==> src/rtl/vfc_pkg.sv <==
`timescale 1ns / 1ps

package vfc_pkg;

    // Face geometry and block id codes.
    localparam int unsigned NUM_FACES    = 6;
    localparam int unsigned FACE_W       = 3;
    localparam int unsigned ID_W         = 8;
    localparam int unsigned TEX_W        = 8;
    localparam logic [FACE_W-1:0] FACE_TOP = 3'd5;
    localparam logic [ID_W-1:0] AIR_ID       = 8'd0;
    localparam logic [ID_W-1:0] WATER_ID     = 8'd4;
    localparam logic [ID_W-1:0] PLAIN_MAX_ID = 8'd40;
    localparam logic [ID_W-1:0] SPECIAL_BASE = 8'd41;

    // Input kind carried on tuser.
    localparam logic CMD_CLASSIFY  = 1'b0;
    localparam logic CMD_TABLE_WR  = 1'b1;

    typedef logic [NUM_FACES-1:0][TEX_W-1:0] face_tex_t;

    // One classified voxel handed to the face emitter.
    typedef struct packed {
        logic [5:0]           x;
        logic [7:0]           y;
        logic [5:0]           z;
        logic [NUM_FACES-1:0] mask;
        face_tex_t            tex;
        logic                 is_water;
    } face_set_t;

endpackage

==> src/rtl/voxel_face_culler.sv <==
`timescale 1ns / 1ps
// A voxel passes stage one and stage two; the emitter registers then drive its faces.
// One item per cycle while m_tready is high and each voxel gives at most one face;
// a voxel's n visible faces (up to six) leave the single-output face emitter in turn.
// Reset (aresetn low, synchronous) clears all valid bits, the face emitter and the
// special texture valid flags, so every special texture reads as zero until written.

module voxel_face_culler #(
    parameter int unsigned SPECIAL_ROWS = 16
) (
    input  logic        aclk,
    input  logic        aresetn,
    input  logic        s_tvalid,
    output logic        s_tready,
    // pos_x, pos_y, pos_z, block_id, neighbor_blocks, neighbor_present,
    // table_face, table_texture
    input  logic [95:0] s_tdata,
    input  logic        s_tuser,   // cmd
    output logic        m_tvalid,
    input  logic        m_tready,
    output logic [31:0] m_tdata,   // face_x, face_y, face_z, face_dir, texture
    output logic        m_tuser,   // is_water
    output logic        m_tlast
);
    import vfc_pkg::*;

    localparam int unsigned ROW_W = (SPECIAL_ROWS > 1) ? $clog2(SPECIAL_ROWS) : 1;

    // Stage one: accepted item.
    logic        v1_reg;
    logic        cmd1_reg;
    logic [95:0] data1_reg;

    // Stage two: classify fields, table row read under way.
    logic                  v2_reg;
    logic [5:0]            x2_reg;
    logic [7:0]            y2_reg;
    logic [5:0]            z2_reg;
    logic [ID_W-1:0]       id2_reg;
    logic [47:0]           nb2_reg;
    logic [NUM_FACES-1:0]  pres2_reg;
    logic                  row_ok2_reg;

    logic [ID_W-1:0]       id1;
    logic [ID_W-1:0]       diff1;
    logic                  row_ok1;
    logic [ROW_W-1:0]      row1;
    logic [FACE_W-1:0]     tface1;
    logic                  wr_en;
    logic                  rd_en;
    logic                  advance1;
    logic                  s2_free;
    logic                  emit_ready;
    logic                  emit_load;
    face_tex_t             tbl_data;
    logic [NUM_FACES-1:0]  tbl_valid;
    logic [NUM_FACES-1:0]  mask2;
    face_set_t             set2;

    // Special table row decode for the item in stage one.
    assign id1     = data1_reg[27:20];
    assign tface1  = data1_reg[84:82];
    assign diff1   = id1 - SPECIAL_BASE;
    assign row_ok1 = (id1 >= SPECIAL_BASE) && (32'(diff1) < 32'(SPECIAL_ROWS));
    assign row1    = row_ok1 ? diff1[ROW_W-1:0] : '0;

    assign advance1 = v1_reg && s2_free;
    assign s_tready = !v1_reg || s2_free;
    assign wr_en    = advance1 && (cmd1_reg == CMD_TABLE_WR) && row_ok1
                      && (32'(tface1) < NUM_FACES);
    assign rd_en    = advance1 && (cmd1_reg == CMD_CLASSIFY);

    always_ff @(posedge aclk) begin
        if (!aresetn) begin
            v1_reg <= 1'b0;
        end else if (s_tready) begin
            v1_reg <= s_tvalid;
        end
    end

    always_ff @(posedge aclk) begin
        if (s_tready && s_tvalid) begin
            cmd1_reg  <= s_tuser;
            data1_reg <= s_tdata;
        end
    end

    vfc_table #(
        .SPECIAL_ROWS (SPECIAL_ROWS),
        .ROW_W        (ROW_W)
    ) u_table (
        .aclk     (aclk),
        .aresetn  (aresetn),
        .wr_en    (wr_en),
        .wr_row   (row1),
        .wr_face  (tface1),
        .wr_data  (data1_reg[92:85]),
        .rd_en    (rd_en),
        .rd_row   (row1),
        .rd_data  (tbl_data),
        .rd_valid (tbl_valid)
    );

    // Stage two registers; table writes are consumed here and go no further.
    always_ff @(posedge aclk) begin
        if (!aresetn) begin
            v2_reg <= 1'b0;
        end else if (s2_free) begin
            v2_reg <= rd_en;
        end
    end

    always_ff @(posedge aclk) begin
        if (rd_en) begin
            x2_reg      <= data1_reg[5:0];
            y2_reg      <= data1_reg[13:6];
            z2_reg      <= data1_reg[19:14];
            id2_reg     <= id1;
            nb2_reg     <= data1_reg[75:28];
            pres2_reg   <= data1_reg[81:76];
            row_ok2_reg <= row_ok1;
        end
    end

    // Visibility: solids show faces to air or water, water only its top face to air.
    always_comb begin
        mask2 = '0;
        if (id2_reg == WATER_ID) begin
            mask2[FACE_TOP] = pres2_reg[FACE_TOP] && (nb2_reg[47:40] == AIR_ID);
        end else if (id2_reg != AIR_ID) begin
            for (int j = 0; j < NUM_FACES; j++) begin
                mask2[j] = pres2_reg[j]
                           && ((nb2_reg[8*j +: 8] | WATER_ID) == WATER_ID);
            end
        end
    end

    // Texture per face: the id itself, or the special table entry.
    always_comb begin
        set2.x        = x2_reg;
        set2.y        = y2_reg;
        set2.z        = z2_reg;
        set2.mask     = mask2;
        set2.is_water = (id2_reg == WATER_ID);
        for (int j = 0; j < NUM_FACES; j++) begin
            if (id2_reg <= PLAIN_MAX_ID) begin
                set2.tex[j] = id2_reg;
            end else if (row_ok2_reg && tbl_valid[j]) begin
                set2.tex[j] = tbl_data[j];
            end else begin
                set2.tex[j] = '0;
            end
        end
    end

    // A voxel without visible faces leaves stage two without waiting.
    assign s2_free   = !v2_reg || (mask2 == '0) || emit_ready;
    assign emit_load = v2_reg && (mask2 != '0) && emit_ready;

    vfc_emitter u_emitter (
        .aclk     (aclk),
        .aresetn  (aresetn),
        .load     (emit_load),
        .load_set (set2),
        .ready    (emit_ready),
        .m_tvalid (m_tvalid),
        .m_tready (m_tready),
        .m_tdata  (m_tdata),
        .m_tuser  (m_tuser),
        .m_tlast  (m_tlast)
    );

endmodule

==> src/rtl/vfc_table.sv <==
`timescale 1ns / 1ps

module vfc_table #(
    parameter int unsigned SPECIAL_ROWS = 16,
    parameter int unsigned ROW_W        = 4
) (
    input  logic                        aclk,
    input  logic                        aresetn,
    input  logic                        wr_en,
    input  logic [ROW_W-1:0]            wr_row,
    input  logic [vfc_pkg::FACE_W-1:0]  wr_face,
    input  logic [vfc_pkg::TEX_W-1:0]   wr_data,
    input  logic                        rd_en,
    input  logic [ROW_W-1:0]            rd_row,
    output vfc_pkg::face_tex_t          rd_data,
    output logic [vfc_pkg::NUM_FACES-1:0] rd_valid
);
    import vfc_pkg::*;

    face_tex_t                                 mem [SPECIAL_ROWS];
    logic [SPECIAL_ROWS-1:0][NUM_FACES-1:0]    valid_reg;
    face_tex_t                                 rd_data_reg;
    logic [NUM_FACES-1:0]                      rd_valid_reg;

    // Texture memory: one entry written, one row read per cycle.
    always_ff @(posedge aclk) begin
        if (wr_en) begin
            mem[wr_row][wr_face] <= wr_data;
        end
        if (rd_en) begin
            rd_data_reg <= mem[rd_row];
        end
    end

    // Entry valid bits; an entry never written reads as zero texture.
    always_ff @(posedge aclk) begin
        if (!aresetn) begin
            valid_reg    <= '0;
            rd_valid_reg <= '0;
        end else begin
            if (wr_en) begin
                valid_reg[wr_row][wr_face] <= 1'b1;
            end
            if (rd_en) begin
                rd_valid_reg <= valid_reg[rd_row];
            end
        end
    end

    assign rd_data  = rd_data_reg;
    assign rd_valid = rd_valid_reg;

endmodule

==> src/rtl/vfc_emitter.sv <==
`timescale 1ns / 1ps

module vfc_emitter (
    input  logic                       aclk,
    input  logic                       aresetn,
    input  logic                       load,
    input  vfc_pkg::face_set_t         load_set,
    output logic                       ready,
    output logic                       m_tvalid,
    input  logic                       m_tready,
    output logic [31:0]                m_tdata,   // face_x, face_y, face_z, face_dir, texture
    output logic                       m_tuser,   // is_water
    output logic                       m_tlast
);
    import vfc_pkg::*;

    face_set_t            set_reg;
    logic [NUM_FACES-1:0] mask_reg;
    logic [NUM_FACES-1:0] mask_next;
    logic [FACE_W-1:0]    dir;
    logic                 busy;
    logic                 last_face;
    logic                 take;

    // Lowest remaining face goes out first.
    always_comb begin
        dir = '0;
        for (int j = NUM_FACES - 1; j >= 0; j--) begin
            if (mask_reg[j]) begin
                dir = FACE_W'(j);
            end
        end
    end

    assign busy      = |mask_reg;
    assign last_face = (mask_reg & (mask_reg - NUM_FACES'(1))) == '0;
    assign take      = busy && m_tready;
    assign ready     = !busy || (m_tready && last_face);

    // Remaining faces once the current one has been taken.
    always_comb begin
        mask_next = mask_reg;
        if (take) begin
            mask_next = mask_reg & (mask_reg - NUM_FACES'(1));
        end
        if (load) begin
            mask_next = load_set.mask;
        end
    end

    always_ff @(posedge aclk) begin
        if (!aresetn) begin
            mask_reg <= '0;
        end else begin
            mask_reg <= mask_next;
        end
    end

    always_ff @(posedge aclk) begin
        if (load) begin
            set_reg <= load_set;
        end
    end

    assign m_tvalid = busy;
    assign m_tdata  = {1'b0, set_reg.tex[dir], dir, set_reg.z, set_reg.y, set_reg.x};
    assign m_tuser  = set_reg.is_water;
    assign m_tlast  = last_face;

endmodule
==> config.mk <==
export PLATFORM = sky130hd
export DESIGN_NAME = voxel_face_culler
export DESIGN_NICKNAME = d
export VERILOG_FILES = /design/src/rtl/vfc_pkg.sv /design/src/rtl/voxel_face_culler.sv /design/src/rtl/vfc_table.sv /design/src/rtl/vfc_emitter.sv
export SDC_FILE = /design/constraint.sdc
export NUM_CORES = 1
export LEC_CHECK = 0
export BUFFER_PORTS_ARGS = -buffer_cell sky130_fd_sc_hd__buf_4
export CAP_MARGIN = 20
export CORE_MARGIN = 3
export CORE_UTILIZATION = 50
export CTS_CLUSTER_SIZE = 25
export DETAILED_ROUTE_END_ITERATION = 10
export PLACE_DENSITY = 0.69
export SLEW_MARGIN = 15
export SYNTH_ARGS = -nofsm -noshare
export SYNTH_HDL_FRONTEND = slang
export SYNTH_SLANG_ARGS = --single-unit
==> constraint.sdc <==
create_clock -name aclk -period 4.3 [get_ports aclk]
set_input_delay 0.215 -clock aclk [delete_from_list [all_inputs] [get_ports aclk]]
set_output_delay 0.215 -clock aclk [all_outputs]
set_load 0.05 [all_outputs]
==> metrics.yaml <==
synthAdderAreaFrac: 0.0007515
path_cells: "inv_1 > ha_1 > nor2b_2 > o2111a_1 > a21oi_4 > buf_4 > nor3_1 > nand3b_1 > nor2_1"
slowest_delay_ns: 0.88
criticalPathCategory: "flip-flop to flip-flop"
final.setup.tns_ns: 0
cellLeakagePower_nw: 16.45
final_util: 0.5903
grt_pass1_vias: 25985
hold_start: "aresetn"
gr-total-overflow: 0
critical_path_required_ns: 4.61
yosysSeqAreaShare: 0.7806
synth_top_family_by_area: "compound AO/OA/AOI/OAI gates"
routabilityCongestion: 0.9199
finalCritPeriodShare: 0.9410
wl_mm: 109.7
maxSlewHeadroom: 0.2417
max_freq_mhz: 247.1
rsz0062_at_grt: "false"
fp.dieH_um: 300.2
mappedNetlistArea_mm2: 0.04329
cp_slowest_cell: "nor2_1"
cts_resized: 0
cp_max_fo: 22
rows: 107
drv_slew: 0
synth_simple_gate_area_frac: 0.08127
worst_pin_slew_ns: 1.137
clock-sinks: 1162
intPower_w: 0.01821
clkPwrFrac: 0.411
grt_use_met3: 0.03675
largest_reg_flops: 768
synthMuxAreaShare: 0.01110
maxCapViolCount: 0
grt_pass1_wl_mm: 162.9
die_x_um: 300.2
end_kind: "flip-flop"
synth_compound_area_frac: 0.1031
cts.path.max_buffers: 3
drc: 0
power_frac_seq: 0.545
synthToLayoutAreaGrowth_pct: 16.65
busiest_layer: "met2"
dp_hpwl_mm: 65.77
synthCells: 2782
synth_seq_cells: 1162
critPathLaunch: "data1_reg[21]"
start_util: 0.5060
status: "finished clean"
reg2reg_from: "data1_reg[21]"
skew_ns: 0.03513
synth-main-ff-cell: "edfxtp_1"
drive_above_1_share: 0.1542
grt_use_met1: 0.3353
setup_viol_count_final: 0
synth.distinct_cells: 73
syn_nets: 2884
power_switching_w: 0.004898
startpoint_type: "flip-flop"
swShare: 0.2120
clk_pin_slew_worst_paths_ns: 0.06
synth_edf_count: 1052
synth-xor-area-share: 0
die_area_mm2: 0.09015
postCtsSetupBuffers: 0
ir_drop_v: 0.0003027
syn_area_per_cell_um2: 15.56
grt_antenna_before_repair: 5
routed_via_density: 6.168
ys_async_sr_fraction: 0
wl_per_cell_um: 25.67
ios: 137
ant_nets: 0
cts_root_buffer: "clkbuf_16"
coreArea_mm2: 0.08555
port_buffers: 127
met2_usage: 0.3860
nets: 3136
hold_viol: 0
drtIter0Drc: 3416
mostFrequentLayoutCells: "1052 x edfxtp_1, 306 x nand2_1, 229 x buf_4"
mostFrequentLayoutCell: "edfxtp_1"
cts-buffers-inserted: 111
htreeDepth: 3
route.vias.total: 26350
period_needed_ns: 4.046
clock_latency_ns: 0.70
track_usage: 0.2396
drt_pass1_iterations: 8
grt_max_degree: 129
power.density_mw_per_mm2: 457.6
tritoncts: "built"
min_path_type: "input pin to flip-flop"
comb_power_share: 0.045
yosysWarnings: 0
crit_arrival_ns: 4.36
final cells by class:
cell class              instances  area (um^2)
diodes                          2        5.005
multi-input cells            1416         8791
clock inverters                62        633.1
well taps                    1144         1431
flip-flops and latches       1162        33790
inverters                       9        36.28
fillers                      6166        35050
clock buffers                 143         2930
repair buffers                334         2880
routing by layer:
metal  wire [um]  part of all wire
met4        3384             0.031
met2       52850              0.48
met5           0                 0
met3        9609             0.088
met1       43810              0.40
metrics by stage:
stage,setup slack [ns],power (W),cells,hold slack (ns),area [um^2]
after detailed placement,0.4345,0.01376,3973,0.3945,45950
after CTS,0.3993,0.02322,4269,0.1782,50420
after global placement,0.6197,0.01372,3972,0.3944,45940
final,0.2536,0.02311,4272,0.2073,50500
after floorplan,0.3950,0.01331,2782,0.3139,43290
after global routing,0.2037,0.02373,4270,0.2314,50490
Yosys cell counts (5+ instances only):
master / number / area share
edfxtp_1: 1052 / 0.73
nand2_1: 306 / 0.027
a22oi_1: 221 / 0.038
nor2_1: 220 / 0.019
dfxtp_1: 110 / 0.051
a31oi_1: 100 / 0.014
clkbuf_1: 84 / 0.0073
o21a_1: 71 / 0.012
a221oi_1: 70 / 0.014
buf_2: 60 / 0.0069
a21oi_1: 50 / 0.0058
nor4_1: 45 / 0.0065
or4_1: 31 / 0.0054
o21ai_0: 28 / 0.0032
o22ai_1: 28 / 0.0040
buf_4: 24 / 0.0042
nand3_1: 24 / 0.0028
or3_1: 24 / 0.0035
and2_1: 21 / 0.0030
nor3_1: 21 / 0.0024
buf_1: 17 / 0.0015
mux2i_1: 15 / 0.0035
a222oi_1: 12 / 0.0028
mux2_2: 12 / 0.0031
nand2b_1: 10 / 0.0014
and3_1: 9 / 0.0013
buf_6: 9 / 0.0023
nand3b_1: 9 / 0.0016
mux4_2: 8 / 0.0042
a21o_1: 6 / 0.0010
o22a_1: 6 / 0.0012
inv_1: 5 / 0.00043
nor2_2: 5 / 0.00072
nor2b_1: 5 / 0.00072
path summary, 6_finish.rpt:
path,end,slack [ns],cells past startpoint
worst max-delay path,u_table.mem[13][5],0.25,9
worst min register to register,nb2_reg[43],0.42,0
worst max register to register,u_table.mem[13][5],0.25,9
worst min-delay path,u_emitter.mask_reg[1],0.21,3
cell families after synthesis:
kind of cell,Yosys count
and+or+nand+nor,756
AOI/OAI and AO/OA,620
other,1
buffers and inverters,204
DFF,1162
adders and majority gates,3
muxes,36
power groups by stage:
stage	Sequential [W]	Clock (W)	Combinational, W
floorplan	0.0129	0	0.000433
global placement	0.0128	0	0.000915
detailed placement	0.0128	0	0.000938
CTS	0.0126	0.00962	0.00101
global route	0.0126	0.0101	0.00109
finish	0.0126	0.00949	0.00103
critical path, delay by kind of cell, from the launching register on:
family	cells	cell delay, ns
buffers and inverters	2	0.36
DFF	1	0.50
and+or+nand+nor	4	2.19
adders and majority gates	1	0.28
AOI/OAI and AO/OA	2	0.33
what timing repair did:
action	CTS	global route
endpoints found under the setup margin	0	0
hold buffers	91	0
hold endpoints to repair	94	0
No activity file was read; power rests on OpenSTA's default activity.
